--- src/rtl/core/sfcc_pkg.sv ---
// Package with the shared types, codes and CRC step of the frame CRC checker.
package sfcc_pkg;

  localparam logic [15:0] CRC_INIT      = 16'hFFFF;
  localparam logic [15:0] CRC_XOR_OUT   = 16'hFFFF;
  localparam logic [15:0] CRC_POLY_REFL = 16'h8408;
  localparam logic [9:0]  EXP_LEN_RESET = 10'd8;
  localparam logic [9:0]  COUNT_MAX     = 10'd1023;

  // Depth of the queue between front and back, and its pointer and count widths.
  localparam int QUEUE_DEPTH = 2;
  localparam int QUEUE_PTR_W = 1;
  localparam int QUEUE_CNT_W = 2;

  typedef enum logic [1:0] {
    ST_GOOD    = 2'd0,
    ST_SHORT   = 2'd1,
    ST_LONG    = 2'd2,
    ST_CRC_ERR = 2'd3
  } status_e;

  typedef enum logic [1:0] {
    KIND_BYTE     = 2'd0,
    KIND_END      = 2'd1,
    KIND_BYTE_END = 2'd2
  } kind_e;

  // One classified request as it travels from front to back.
  typedef struct packed {
    kind_e      kind;
    logic [7:0] rx_byte;
  } item_t;

  // Bytewise reflected CRC-16 update, one bit per step.
  function automatic logic [15:0] crc_feed(logic [15:0] crc, logic [7:0] b);
    logic [15:0] c;
    c = crc ^ {8'h00, b};
    for (int k = 0; k < 8; k++) begin
      if (c[0]) begin
        c = (c >> 1) ^ CRC_POLY_REFL;
      end else begin
        c = c >> 1;
      end
    end
    return c;
  endfunction

endpackage

--- src/rtl/core/serial_frame_crc_checker_unit.sv ---
// Top level of the received-frame CRC-16/X.25 checker.
//
// This block checks one received frame at a time, one request per byte or
// window event. Each request carries an optional byte (byte_valid_i) and an
// optional end of the reception window (window_end_i). Bytes feed a running
// CRC-16/X.25 except the last two, which are held as the received CRC
// (older byte is the low byte). A request that closes the window produces
// exactly one result: the frame status (good, short, too long or CRC
// mismatch), the saturated byte count and the computed CRC; the frame state
// then clears for the next frame. Requests with neither a byte nor a window
// end produce nothing. The block sustains one request per clock cycle as
// long as no result waits: the front end accepts a request every cycle while
// the two-entry queue has room, and the back end retires one queued request
// per cycle, doing the whole bytewise CRC update in that cycle. An accepted
// request is written into the queue; a window-closing request at the head
// of the queue loads the result register when it is retired, and the result
// is offered from that register. While a result waits, a window-closing
// request at the head of the queue waits for it and the requests behind it
// wait in turn; once the queue holds two requests the input is stalled. The
// expected length register resets to eight and is written through the
// configuration channel, which is always ready; it must be written only
// while no frame is in flight.
module serial_frame_crc_checker_unit #(
  parameter int MAX_FRAME_BYTES = 1023
) (
  input  logic        clk_i,
  input  logic        rst_ni,
  input  logic        cfg_valid_i,
  output logic        cfg_ready_o,
  input  logic [9:0]  cfg_expected_length_i,
  input  logic        in_valid_i,
  output logic        in_ready_o,
  input  logic [7:0]  rx_byte_i,
  input  logic        byte_valid_i,
  input  logic        window_end_i,
  output logic        out_valid_o,
  input  logic        out_ready_i,
  output logic [1:0]  frame_status_o,
  output logic [9:0]  byte_count_o,
  output logic [15:0] computed_crc_o
);

  logic [9:0]      expected_length_q, expected_length_d;
  logic            q_full, q_empty, q_push, q_pop;
  sfcc_pkg::item_t q_in_item, q_head;

  // The single configuration register; every write request is taken at once.
  assign cfg_ready_o       = 1'b1;
  assign expected_length_d = cfg_valid_i ? cfg_expected_length_i : expected_length_q;

  always_ff @(posedge clk_i or negedge rst_ni) begin
    if (!rst_ni) begin
      expected_length_q <= sfcc_pkg::EXP_LEN_RESET;
    end else begin
      expected_length_q <= expected_length_d;
    end
  end

  // Front end: accept and classify requests.
  sfcc_front u_front (
    .in_valid_i   (in_valid_i),
    .in_ready_o   (in_ready_o),
    .rx_byte_i    (rx_byte_i),
    .byte_valid_i (byte_valid_i),
    .window_end_i (window_end_i),
    .q_full_i     (q_full),
    .q_push_o     (q_push),
    .q_item_o     (q_in_item)
  );

  // Queue that lets the front and back ends stall independently.
  sfcc_queue u_queue (
    .clk_i       (clk_i),
    .rst_ni      (rst_ni),
    .push_i      (q_push),
    .push_item_i (q_in_item),
    .full_o      (q_full),
    .pop_i       (q_pop),
    .empty_o     (q_empty),
    .head_o      (q_head)
  );

  // Back end: frame state update and the registered result.
  sfcc_back #(
    .MAX_FRAME_BYTES (MAX_FRAME_BYTES)
  ) u_back (
    .clk_i             (clk_i),
    .rst_ni            (rst_ni),
    .expected_length_i (expected_length_q),
    .q_empty_i         (q_empty),
    .q_head_i          (q_head),
    .q_pop_o           (q_pop),
    .out_valid_o       (out_valid_o),
    .out_ready_i       (out_ready_i),
    .frame_status_o    (frame_status_o),
    .byte_count_o      (byte_count_o),
    .computed_crc_o    (computed_crc_o)
  );

endmodule

--- src/rtl/core/sfcc_front.sv ---
// Front end: takes input requests and classifies them for the queue.
module sfcc_front (
  input  logic               in_valid_i,
  output logic               in_ready_o,
  input  logic [7:0]         rx_byte_i,
  input  logic               byte_valid_i,
  input  logic               window_end_i,
  input  logic               q_full_i,
  output logic               q_push_o,
  output sfcc_pkg::item_t    q_item_o
);

  logic accept;

  assign in_ready_o = !q_full_i;
  assign accept     = in_valid_i && in_ready_o;

  // Requests with neither a byte nor a window end change nothing and are dropped.
  assign q_push_o = accept && (byte_valid_i || window_end_i);

  always_comb begin
    q_item_o.rx_byte = rx_byte_i;
    if (byte_valid_i && window_end_i) begin
      q_item_o.kind = sfcc_pkg::KIND_BYTE_END;
    end else if (window_end_i) begin
      q_item_o.kind = sfcc_pkg::KIND_END;
    end else begin
      q_item_o.kind = sfcc_pkg::KIND_BYTE;
    end
  end

endmodule

--- src/rtl/core/sfcc_queue.sv ---
// Small register queue that decouples the front end from the back end.
module sfcc_queue (
  input  logic            clk_i,
  input  logic            rst_ni,
  input  logic            push_i,
  input  sfcc_pkg::item_t push_item_i,
  output logic            full_o,
  input  logic            pop_i,
  output logic            empty_o,
  output sfcc_pkg::item_t head_o
);

  sfcc_pkg::item_t                      mem_q [sfcc_pkg::QUEUE_DEPTH];
  logic [sfcc_pkg::QUEUE_PTR_W-1:0]     wr_ptr_q, wr_ptr_d;
  logic [sfcc_pkg::QUEUE_PTR_W-1:0]     rd_ptr_q, rd_ptr_d;
  logic [sfcc_pkg::QUEUE_CNT_W-1:0]     cnt_q, cnt_d;

  assign full_o  = (cnt_q == sfcc_pkg::QUEUE_CNT_W'(sfcc_pkg::QUEUE_DEPTH));
  assign empty_o = (cnt_q == '0);
  assign head_o  = mem_q[rd_ptr_q];

  always_comb begin
    wr_ptr_d = push_i ? wr_ptr_q + 1'b1 : wr_ptr_q;
    rd_ptr_d = pop_i  ? rd_ptr_q + 1'b1 : rd_ptr_q;
    cnt_d    = cnt_q;
    if (push_i && !pop_i) begin
      cnt_d = cnt_q + 1'b1;
    end else if (pop_i && !push_i) begin
      cnt_d = cnt_q - 1'b1;
    end
  end

  always_ff @(posedge clk_i or negedge rst_ni) begin
    if (!rst_ni) begin
      wr_ptr_q <= '0;
      rd_ptr_q <= '0;
      cnt_q    <= '0;
    end else begin
      wr_ptr_q <= wr_ptr_d;
      rd_ptr_q <= rd_ptr_d;
      cnt_q    <= cnt_d;
    end
  end

  always_ff @(posedge clk_i) begin
    if (push_i) begin
      mem_q[wr_ptr_q] <= push_item_i;
    end
  end

endmodule

--- src/rtl/core/sfcc_back.sv ---
// Back end: running CRC, byte count, tail delay and the registered result.
module sfcc_back #(
  parameter int MAX_FRAME_BYTES = 1023
) (
  input  logic            clk_i,
  input  logic            rst_ni,
  input  logic [9:0]      expected_length_i,
  input  logic            q_empty_i,
  input  sfcc_pkg::item_t q_head_i,
  output logic            q_pop_o,
  output logic            out_valid_o,
  input  logic            out_ready_i,
  output logic [1:0]      frame_status_o,
  output logic [9:0]      byte_count_o,
  output logic [15:0]     computed_crc_o
);

  localparam int CountCap = (MAX_FRAME_BYTES > 1023) ? 1023 : MAX_FRAME_BYTES;

  logic [15:0] crc_q, crc_d;
  logic [9:0]  seen_q, seen_d;
  logic [7:0]  tail0_q, tail0_d;
  logic [7:0]  tail1_q, tail1_d;
  logic        out_valid_q, out_valid_d;
  logic [1:0]  status_q;
  logic [9:0]  count_q;
  logic [15:0] crc_out_q;

  logic        has_byte, has_end, out_free, load_out;
  logic [15:0] crc_n, crc_fin;
  logic [9:0]  seen_n;
  logic [7:0]  tail0_n, tail1_n;
  sfcc_pkg::status_e status_n;

  assign has_byte = (q_head_i.kind == sfcc_pkg::KIND_BYTE) ||
                    (q_head_i.kind == sfcc_pkg::KIND_BYTE_END);
  assign has_end  = (q_head_i.kind == sfcc_pkg::KIND_END) ||
                    (q_head_i.kind == sfcc_pkg::KIND_BYTE_END);
  assign out_free = !out_valid_q || out_ready_i;
  // Only a request that closes the window needs room in the output register.
  assign q_pop_o  = !q_empty_i && (!has_end || out_free);
  assign load_out = q_pop_o && has_end;

  // Frame state after this request's byte.
  always_comb begin
    crc_n   = crc_q;
    seen_n  = seen_q;
    tail0_n = tail0_q;
    tail1_n = tail1_q;
    if (has_byte && (seen_q < 10'(CountCap))) begin
      if (seen_q >= 10'd2) begin
        crc_n = sfcc_pkg::crc_feed(crc_q, tail0_q);
      end
      tail0_n = tail1_q;
      tail1_n = q_head_i.rx_byte;
      seen_n  = seen_q + 10'd1;
    end
  end

  assign crc_fin = crc_n ^ sfcc_pkg::CRC_XOR_OUT;

  always_comb begin
    if (seen_n < expected_length_i) begin
      status_n = sfcc_pkg::ST_SHORT;
    end else if (seen_n != expected_length_i) begin
      status_n = sfcc_pkg::ST_LONG;
    end else if (expected_length_i < 10'd2) begin
      status_n = sfcc_pkg::ST_CRC_ERR;
    end else if ({tail1_n, tail0_n} != crc_fin) begin
      status_n = sfcc_pkg::ST_CRC_ERR;
    end else begin
      status_n = sfcc_pkg::ST_GOOD;
    end
  end

  always_comb begin
    crc_d       = crc_q;
    seen_d      = seen_q;
    tail0_d     = tail0_q;
    tail1_d     = tail1_q;
    out_valid_d = out_valid_q && !out_ready_i;
    if (q_pop_o) begin
      if (has_end) begin
        crc_d       = sfcc_pkg::CRC_INIT;
        seen_d      = '0;
        tail0_d     = '0;
        tail1_d     = '0;
        out_valid_d = 1'b1;
      end else begin
        crc_d   = crc_n;
        seen_d  = seen_n;
        tail0_d = tail0_n;
        tail1_d = tail1_n;
      end
    end
  end

  always_ff @(posedge clk_i or negedge rst_ni) begin
    if (!rst_ni) begin
      crc_q       <= sfcc_pkg::CRC_INIT;
      seen_q      <= '0;
      tail0_q     <= '0;
      tail1_q     <= '0;
      out_valid_q <= 1'b0;
    end else begin
      crc_q       <= crc_d;
      seen_q      <= seen_d;
      tail0_q     <= tail0_d;
      tail1_q     <= tail1_d;
      out_valid_q <= out_valid_d;
    end
  end

  always_ff @(posedge clk_i) begin
    if (load_out) begin
      status_q  <= status_n;
      count_q   <= seen_n;
      crc_out_q <= crc_fin;
    end
  end

  assign out_valid_o    = out_valid_q;
  assign frame_status_o = status_q;
  assign byte_count_o   = count_q;
  assign computed_crc_o = crc_out_q;

endmodule

--- config.mk ---
export PLATFORM = sky130hd
export DESIGN_NAME = serial_frame_crc_checker_unit
export DESIGN_NICKNAME = d
export VERILOG_FILES = /design/src/rtl/core/sfcc_pkg.sv /design/src/rtl/core/serial_frame_crc_checker_unit.sv /design/src/rtl/core/sfcc_front.sv /design/src/rtl/core/sfcc_queue.sv /design/src/rtl/core/sfcc_back.sv
export SDC_FILE = /design/constraint.sdc
export NUM_CORES = 1
export LEC_CHECK = 0
export BUFFER_PORTS_ARGS = -buffer_cell sky130_fd_sc_hd__buf_2
export CORE_AREA = 5 5 169 90
export CTS_CLUSTER_DIAMETER = 60
export DETAILED_ROUTE_END_ITERATION = 6
export DIE_AREA = 0 0 174 95
export SLEW_MARGIN = 25
export SYNTH_ARGS = -nofsm -noshare
export SYNTH_HDL_FRONTEND = slang
export SYNTH_SLANG_ARGS = --single-unit
--- constraint.sdc ---
create_clock -name clk_i -period 4.6 [get_ports clk_i]
set_input_delay 0.69 -clock clk_i [delete_from_list [all_inputs] [get_ports clk_i]]
set_output_delay 0.69 -clock clk_i [all_outputs]
set_load 0.05 [all_outputs]
-- After elaboration in Yosys (flattened, before gate mapping)
Memories as Yosys holds them, arrays and structs flattened.
Index checks and enable logic that the tools add are counted.
- bits in registers: 85
- memory bits (writable): 20
- input bits: 25
- output and inout port bits: 31
- logic and storage cells: 103
- memories kept: 1
- add/subtract/negate cells: 5
- magnitude comparators: 4
- equality and inequality tests: 5
- multiplexer cells: 42
- bitwise gates (word level): 10
- reduce and logical (&&, ||, !) cells: 24
- memories (memory ; words ; bits a word ; rd ports ; clocked after memory_dff ; write ports ; line ; source):
    u_queue.mem_q ; 2 ; 10 ; 1 ; 0 ; 1 ; sfcc_queue.sv:13 ; sfcc_pkg::item_t mem_q [sfcc_pkg::QUEUE_DEPTH];
- operators with widths (kind ; number):
    $mux W16 ; 25
    $mux W8 ; 4
    $not A2 Y3 ; 8
    $mux W10 ; 2
    $ne A16 B16 Y1 ; 1
    $not A16 Y16 ; 1
    $xor A16 B8 Y16 ; 1
    $mux W2 ; 6
    $add A10 B1 Y10 const B ; 1
    $ge A10 B2 Y1 const B ; 1
    $lt A10 B10 Y1 ; 1
    $lt A10 B10 Y1 const B ; 1
    $lt A10 B2 Y1 const B ; 1
    $ne A10 B10 Y1 ; 1
    $logic_and A1 B1 Y1 ; 9
    $logic_not A1 Y1 ; 7
    $logic_or A1 B1 Y1 ; 5
    $mux W1 ; 5
    $eq A2 B2 Y1 const B ; 2
    $logic_not A2 Y1 ; 2
    $add A1 B1 Y1 const B ; 2
    $add A2 B1 Y2 const B ; 1
    $eq A2 B1 Y1 const B ; 1
    $reduce_bool A2 Y1 ; 1
    $sub A2 B1 Y2 const B ; 1

-- Longest topological paths before layout
Gate-level depths: netlist of run 1.
- word-level depth: 38
- mapped depth: 16
- gate-level depth less buffers: 14

-- Modules after synthesis
A second synthesis of run 1 with hierarchy kept.
- cells, all modules: 404
- area total of the unflattened synthesis: 5248.8 µm²
- modules (own cells, without submodules) (module ; instances ; cells each ; area an instance (µm²) ; seq. area each (µm²)):
    sfcc_back ; 1 ; 322 ; 3787.4 ; 1936.9
    sfcc_queue ; 1 ; 47 ; 947.2 ; 700.7
    serial_frame_crc_checker_unit ; 1 ; 23 ; 424.2 ; 251.5
    sfcc_front ; 1 ; 12 ; 90.1 ; 0.0

-- Worst setup path before layout of run 1
No wires, ideal clock.
- path type: flip-flop to flip-flop
- start point: reg u_queue.rd_ptr_q
- end point: reg u_back.count_q[0], in the netlist u_back.byte_count_o[0], enable pin
- library setup time: 0.413 ns
- arrival: 2.850 ns
- required time: 4.187 ns
- slack: 1.337 ns
- cell stages (with the launch flop): 9
- buffers on the path: 3
- clock period less this slack: 3.263 ns
- cell sequence: dfrtp_1 -> buf_2 -> nor2_1 -> a21oi_1 -> o22a_1 -> clkbuf_1 -> inv_1 -> clkbuf_1 -> nor2_1
- word-level cells in the longest chain between the ends: 7
- elaborated cells on any way between the ends: 8
- those cells by class: eq/ne (2); reduce/logical (5); memory (1)
- ends and longest elaborated chain (item ; line ; source):
    start, declared ; sfcc_queue.sv:15 ; logic [sfcc_pkg::QUEUE_PTR_W-1:0] rd_ptr_q, rd_ptr_d;
    start signal, assigned ; sfcc_queue.sv:40 ; rd_ptr_q <= rd_ptr_d;
    $mem_v2 Z2 W10 (*) ; - ;
    $eq A2 B1 Y1 / $eq A2 B2 Y1 (equally long branches) ; sfcc_back.sv:37, sfcc_back.sv:38 ;
    $logic_or A1 B1 Y1 (*) ; sfcc_back.sv:37 ; assign has_end = (q_head_i.kind == sfcc_pkg::KIND_END) ||
    $logic_not A1 Y1 ; sfcc_back.sv:41 ; assign q_pop_o = !q_empty_i && (!has_end || out_free);
    $logic_or A1 B1 Y1 ; sfcc_back.sv:41 ;
    $logic_and A1 B1 Y1 ; sfcc_back.sv:41 ;
    $logic_and A1 B1 Y1 (*) ; sfcc_back.sv:42 ; assign load_out = q_pop_o && has_end;
    net u_back.load_out ; sfcc_back.sv:29 ; logic has_byte, has_end, out_free, load_out;
    end signal, assigned ; sfcc_back.sv:117 ; count_q <= seen_n;
    end, declared ; sfcc_back.sv:26 ; logic [9:0] count_q;
The timed path passes the listed nets; every way through them passes the cells marked *.
A chain may end at the register's enable or synchronous reset.

-- Worst setup path in the final report of run 1
- start point: reg u_queue.rd_ptr_q
- end point: reg u_back.status_q[1], in the netlist u_back.frame_status_o[1] (data pin)
- elaborated cells on any way between the ends: 16
- those cells by class: order compare (1); eq/ne (3); mux (7); bitwise (1); reduce/logical (3); memory (1)
- RTL lines (item ; line ; source):
    $mem_v2 Z2 W10 (*) ; - ;
    $eq A2 B2 Y1 / $logic_not A2 Y1 (equally long branches) ; sfcc_back.sv:36, sfcc_back.sv:35 ;
    $logic_or A1 B1 Y1 (*) ; sfcc_back.sv:35 ; assign has_byte = (q_head_i.kind == sfcc_pkg::KIND_BYTE) ||
    $logic_and A1 B1 Y1 (*) ; sfcc_back.sv:50 ; if (has_byte && (seen_q < 10'(CountCap))) begin
    $mux W10 (*) ; sfcc_back.sv:50 ;
    net u_back.seen_n[8] ; sfcc_back.sv:31 ; logic [9:0] seen_n;
    parallel branches: the longest is 2 deep, another holds $lt A10 B10 Y1 ; - ;
    end signal, assigned ; sfcc_back.sv:116 ; status_q <= status_n;
    end, declared ; sfcc_back.sv:25 ; logic [1:0] status_q;
Mark *: on every way through the listed nets, which the timed path passes.

==> run_results.csv, run 1 <==
group,metric,value,unit
pwr,power.internal,2.66,mW
worst_setup_path,start_kind,"flip-flop",
clocking,clkLatencyLatePin,0.35,ns
synthesis,syn_avg_cell_area,11.4,µm²
synthesis,synth.top_cells.by_count,"48 x edfxtp_1, 40 x dfrtp_1, 40 x nand2_1",
finish,final_cells,697,
timing,drv_slew,0,
synthesis,synthTopCellsByArea,"edfxtp_1 27%, dfrtp_1 19%, dfstp_2 8.5%",
floorplan,initial_core_util,38.0,%
placed_design,dp_slack,0.798,ns
global_route,grt_max_degree,30,
pwr,pwr-share-clk,17.0,%
floorplan,io_pins,56,
placed_design,io_buffer_count,54,
clocking,clock-sinks,105,
floorplan,core_area,0.0138,mm²
routing,drc,0,
floorplan,fp.dieH,95,µm
clocking,htreeDepth,3,
routing,wirelength,12.7,mm
synthesis,yosys_most_used_dff,"edfxtp_1",
clocking,cts_hold_buf,0,
timing,worst_slew_pin_slew,0.931,ns
global_route,overflow,0,
finish,antenna_cells,0,
synthesis,synth_seq_cells,105,
synthesis,synth_edf_count,48,
routing,routedWlPerCell,18.2,µm
worst_setup_path,cp.arrival,3.95,ns
placed_design,dp_cells,681,
timing,period_share,84.1,%
synthesis,synth.distinct_cells,51,
pwr,pwr-share-comb,49.8,%
global_route,grt_usage,16.2,%
job,max_cap_viol_count,0,
worst_setup_path,max_stage_delay,0.68,ns
placed_design,dp_hpwl,9.44,mm
timing,rsz0062_at_grt,"no",
placed_design,placed_area,0.00571,mm²
min_path,hold_class,"in2async",
synthesis,synthCells,461,
pwr,p_switching,2.21,mW
timing,setup_ws,0.732,ns
worst_setup_path,cp.required,4.68,ns
timing,slew_headroom,37.9,%
timing,max_clock_freq,259,MHz
routing,vias,3705,
clocking,cts_buffer_depth,2,
floorplan,dieArea,0.0165,mm²
pwr,sequentialPowerShare,33.1,%
clocking,clk_pin_slew_worst_paths,0.07,ns
finish,fill_cells,1279,
routing,ant_nets,0,
routing,via_per_inst,5.32,
worst_setup_path,worstSetupStartpoint,"u_queue.rd_ptr_q$_DFFE_PN0P_",
synthesis,ys_seq_area_share,55.0,%
timing,hold_viol,0,
timing,setup_viol,0,
synthesis,async_flop_share,54.3,%
pwr,sw_frac_of_total,45.4,%
clocking,root_buffer,"clkbuf_16",
placed_design,place_congestion,0.988,
worst_setup_path,worst_setup_path_end_kind,"flip-flop",
synthesis,synth.most_common_cell,"edfxtp_1",
floorplan,rows,31,
global_route,grt_antenna_before_repair,0,
pwr,power_leakage,2.52,nW
timing,fin_crit,3.87,ns
clocking,cts_setup_buffers,0,
worst_setup_path,r2r_start,"u_queue.rd_ptr_q$_DFFE_PN0P_",
routing,drt_iter0_markers,289,
clocking,cts_tree,"yes",
finish,drive_above_1_share,20.3,%
timing,tns,0,ns
worst_setup_path,critical-path-top-delay-family,"compound AO/OA/AOI/OAI gates",
timing,skew,0.00866,ns
clocking,cts_repair_resize_count,0,
worst_setup_path,crit_type,"reg2reg",
global_route,grt_pass1_vias,3629,
worst_setup_path,critPathMaxFanout,17,
worst_setup_path,cp_num_buf_inv,0,
routing,drt_first_pass_iters,6,
clocking,cts-buffers-inserted,9,
finish,syn_to_final_growth,14.7,%
synthesis,synth_top_area_share,27.4,%
finish,final_nets,549,
finish,ff_latch_area,0.00289,mm²
synthesis,syn_area,0.00525,mm²
synthesis,synthesis.nets,499,
finish,multi_input_area,0.00223,mm²
synthesis,yosysWarningCount,0,
global_route,grt_pass1_wl,20.7,mm
worst_setup_path,slowest_stage,"dfrtp_1",
pwr,total_power,4.87,mW
status,status,"finished clean",
pwr,ir_drop,0.255,mV
finish,final_cell_area,0.00602,mm²
floorplan,dieWidth,174,µm
synthesis,synth_top_cell_by_area,"edfxtp_1",
worst_setup_path,path_cells,"mux2i_1, o31a_1, nand4_1, nor2_1, xor2_1, ha_1, or3_1, o21ai_0, a21oi_1, a21boi_1",
pwr,power_density,809,mW/mm²
layout make-up:
cell class,count,area share (%)
flip-flops and latches,105,48.0
multi-input cells,320,36.9
repair buffers,58,4.98
clock buffers,10,3.80
well taps,181,3.76
clock inverters,6,1.50
inverters,17,1.06
layer usage:
layer | up-vias | global-route usage (%) | share of wire (%)
met3 | 7 | 3.92 | 7.3
met2 | 136 | 20.4 | 36
met5 | - | 0 | 0
met1 | 1816 | 27.1 | 56
met4 | 0 | 3.03 | 0.51
li1 | 1746 | - | -
stage by stage:
step	util [%]	hold slack (ns)
final	43.6	0.374
after global routing	43.6	0.446
after global placement	41.3	0.471
after CTS	43.6	0.411
after floorplan	-	0.394
after detailed placement	41.3	0.487
sequential cells by signal, indices dropped and copies added, names as in the netlist, 2 cells and up:
register	count
u_back.tail1_q	8
u_back.tail0_q	8
u_back.seen_q	10
u_back.frame_status_o	2
u_back.crc_q	16
u_queue.cnt_q	2
u_back.byte_count_o	10
u_back.computed_crc_o	16
u_queue.mem_q	20
expected_length_q	10
path summary, 6_finish.rpt:
path	to	depth (start not counted)	slack, ns
min reg2reg	u_queue.wr_ptr_q$_DFFE_PN0P_	1	0.49
max	u_back.frame_status_o[1]$_SDFFCE_PN0P_	10	0.73
max reg2reg	u_back.frame_status_o[1]$_SDFFCE_PN0P_	10	0.73
min in group clk_i	u_queue.wr_ptr_q$_DFFE_PN0P_	1	0.49
max in group asynchronous	u_back.crc_q[3]$_DFFE_PN1P_	2	3.32
min	u_queue.wr_ptr_q$_DFFE_PN0P_	1	0.37
kinds of logic after synthesis:
| logic type | count (synthesis) | share of synthesized area [%] |
|---|---|---|
| other | 1 | 0.0714 |
| multiplexers | 20 | 3.98 |
| buffers and inverters | 36 | 2.72 |
| AO/OA/AOI/OAI | 109 | 13.1 |
| XOR/XNOR | 57 | 11.1 |
| flip-flops | 105 | 55.0 |
| adder cells (fa/ha/maj) | 13 | 3.10 |
| AND/OR/NAND/NOR | 120 | 10.9 |
cells in the final DEF, fill, tap and decap left out, drive strengths merged, types with 3 or more instances in the layout:
cell type,instances
buf,58
edfxtp,48
nand2,40
dfrtp,40
o21ai,38
nor2,34
a21oi,31
xnor2,30
xor2,22
inv,19
dfstp,17
mux2i,16
a22o,14
ha,13
clkbuf,10
nand3,8
nand4,7
nor4,7
xnor3,5
nor3,5
a22oi,5
and3,4
nand2b,4
mux2,4
o21a,4
nor2b,3
o211a,3
or3,3
o22ai,3
a211oi,3
power by group through the flow:
stage / Combinational, mW / Clock [mW] / Sequential, mW
global route: 2.62 / 0.885 / 1.65
global placement: 2.37 / 0 / 1.62
CTS: 2.42 / 0.846 / 1.61
detailed placement: 2.41 / 0 / 1.63
finish: 2.43 / 0.830 / 1.61
floorplan: 1.44 / 0 / 1.98
(Power assumes the default switching activity.)
==> run 2, diff against run 1 <==
==> constraint.sdc (replaced) <==
create_clock -name clk_i -period 3.5 [get_ports clk_i]
set_input_delay 0.525 -clock clk_i [delete_from_list [all_inputs] [get_ports clk_i]]
set_output_delay 0.525 -clock clk_i [all_outputs]
set_load 0.05 [all_outputs]
==> run 2 against run 1 <==
Net effect: global-route usage is 0.72 points higher; cell area rose by 0.62%; core utilization is 0.27 points higher; sequential share of layout area down 0.30 points; sequential power up 30%; clock skew is 0.0016 ns lower; flip-flop and latch count is the same; clock power grew 12%; count of clock-buffer cells in the layout fell by 1; worst hold slack got worse by 0.18 ns; first-iteration DRC count up 11%; maximum frequency increased by 18%; critical path type unchanged; highest routed layer unchanged.
==> run_results.csv, run 2 (synthesis gave the netlist of run 1 again) <==
group,metric,value,unit
finish,largest_reg_flops,20,
routing,wirelength,13.3,mm
global_route,grt_max_degree,47,
routing,drc,0,
routing,ant_nets,0,
timing,whs,0.193,ns
pwr,total_power,6.37,mW
worst_setup_path,r2r_slack,0.21,ns
worst_setup_path,cp.arrival,3.37,ns
global_route,grt_usage,16.9,%
placed_design,place_congestion,0.927,
floorplan,core_area,0.0138,mm²
clocking,cts-buffers-inserted,9,
worst_setup_path,worst_setup_path_end_kind,"flip-flop",
finish,final_common_cell,"buf_2",
worst_setup_path,crit_type,"reg2reg",
placed_design,dp_slack,0.197,ns
timing,hold_viol,0,
finish,largest-register,"u_queue.mem_q",
clocking,clkLatencyLatePin,0.35,ns
global_route,grt_pass1_wl,21.3,mm
finish,drive_above_1_share,22.1,%
finish,final_cells,707,
status,status,"finished clean",
timing,setup_viol,0,
timing,period_share,93.9,%
floorplan,fp.dieH,95,µm
global_route,overflow,0,
worst_setup_path,critPathMaxFanout,23,
clocking,root_buffer,"clkbuf_16",
worst_setup_path,reg2reg_depth,15,
job,max_cap_viol_count,0,
clocking,cts_tree,"yes",
floorplan,dieWidth,174,µm
timing,setup_ws,0.212,ns
finish,final_cell_mix,"53 x buf_2, 48 x edfxtp_1, 40 x dfrtp_1, 39 x nand2_1, 35 x o21ai_0",
routing,vias,3735,
worst_setup_path,r2r-end,"u_back.frame_status_o[1]$_SDFFCE_PN0P_",
routing,drt_iter0_markers,321,
worst_setup_path,r2r_start,"u_back.seen_q[1]$_DFFE_PN0P_",
timing,fin_crit,3.29,ns
global_route,grt_pass1_vias,3707,
clocking,clock-sinks,105,
finish,antenna_cells,0,
clocking,clk_pin_slew_worst_paths,0.07,ns
finish,syn_to_final_growth,15.4,%
clocking,cts_hold_buf,0,
finish,final_nets,559,
pwr,power_density,1050,mW/mm²
timing,skew,0.00711,ns
worst_setup_path,cp.required,3.58,ns
routing,via_per_inst,5.28,
min_path,hold_class,"in2async",
placed_design,dp_cells,691,
timing,max_clock_freq,304,MHz
pwr,ir_drop,0.467,mV
timing,rsz0062_at_grt,"no",
timing,drv_slew,0,
routing,drt_first_pass_iters,5,
clocking,htreeDepth,3,
clocking,cts_buffer_depth,2,
floorplan,dieArea,0.0165,mm²
floorplan,rows,31,
routing,routedWlPerCell,18.8,µm
floorplan,io_pins,56,
placed_design,dp_hpwl,10.0,mm
floorplan,initial_core_util,38.0,%
worst_setup_path,start_kind,"flip-flop",
placed_design,io_buffer_count,54,
global_route,grt_antenna_before_repair,0,
timing,tns,0,ns
pwr,power_leakage,2.55,nW
timing,slew_headroom,38.6,%
timing,worst_slew_pin_slew,0.920,ns
==> run 2: cell type report <==
class / count / area, µm²
clock buffers: 9 / 225
clock inverters: 7 / 46.3
fillers: 1328 / 7750
inverters: 17 / 63.8
multi-input cells: 320 / 2230
flip-flops and latches: 105 / 2890
well taps: 181 / 226
repair buffers: 68 / 382
==> run 2: what timing repair did <==
action | CTS | global route
setup endpoints to repair | 0 | 2
gates resized for setup | 0 | 3
buffers inserted | 0 | 0
==> run 2: per-stage QoR <==
| stage | utilization, % | instance area [µm²] |
|---|---|---|
| 2_1_floorplan | - | 5250 |
| 3_3_place_gp | 41.8 | 5780 |
| 3_5_place_dp | 41.9 | 5780 |
| 4_1_cts | 43.8 | 6050 |
| 5_1_grt | 43.9 | 6060 |
| 6_report | 43.9 | 6060 |
==> run 2: layer usage <==
metal  part of all wire [%]  global-route usage (%)  wire length [µm]  vias up
met4                   0.72                    4.02                95        0
met2                     35                    20.6              4670      149
met5                      0                       0                 0        -
met1                     55                    28.2              7360     1804
li1                       -                       -                 -     1773
met3                    8.7                    4.48              1160        9
==> run 2: worst max-delay path, stage by stage (launching register included) <==
cell and delay (ns):
dfrtp_1 0.45, ha_1 0.24, nand3_1 0.17, o31ai_4 0.27, buf_6 0.24, nand2_1 0.07
o21ai_0 0.14, ha_1 0.32, nor2b_1 0.14, o21a_1 0.16, o21ai_0 0.15, a21oi_1 0.08
o21a_1 0.18, o21ai_0 0.17, a21oi_1 0.11, a21boi_1 0.13
==> run 2: report_power, final <==
part           total (mW)  internal [mW]  switching (mW)
sequential           2.09           1.80           0.285
clock               0.932          0.481           0.450
combinational        3.36           1.14            2.21
==> run 2: how the worst max path moves through the flow <==
stage	startpoint	to	slack [ns]	depth (start not counted)
global route	u_queue.mem_q[1][8]$_DFFE_PP_	u_back.frame_status_o[1]$_SDFFCE_PN0P_	0.02	11
detailed placement	u_back.seen_q[0]$_DFFE_PN0P_	u_back.frame_status_o[1]$_SDFFCE_PN0P_	0.20	9
CTS	u_back.seen_q[0]$_DFFE_PN0P_	u_back.frame_status_o[1]$_SDFFCE_PN0P_	0.17	9
finish	u_back.seen_q[1]$_DFFE_PN0P_	u_back.frame_status_o[1]$_SDFFCE_PN0P_	0.21	15
global placement	u_back.seen_q[0]$_DFFE_PN0P_	u_back.frame_status_o[1]$_SDFFCE_PN0P_	0.19	10
floorplan	u_queue.rd_ptr_q$_DFFE_PN0P_	u_back.byte_count_o[0]$_DFFE_PP_	0.24	8
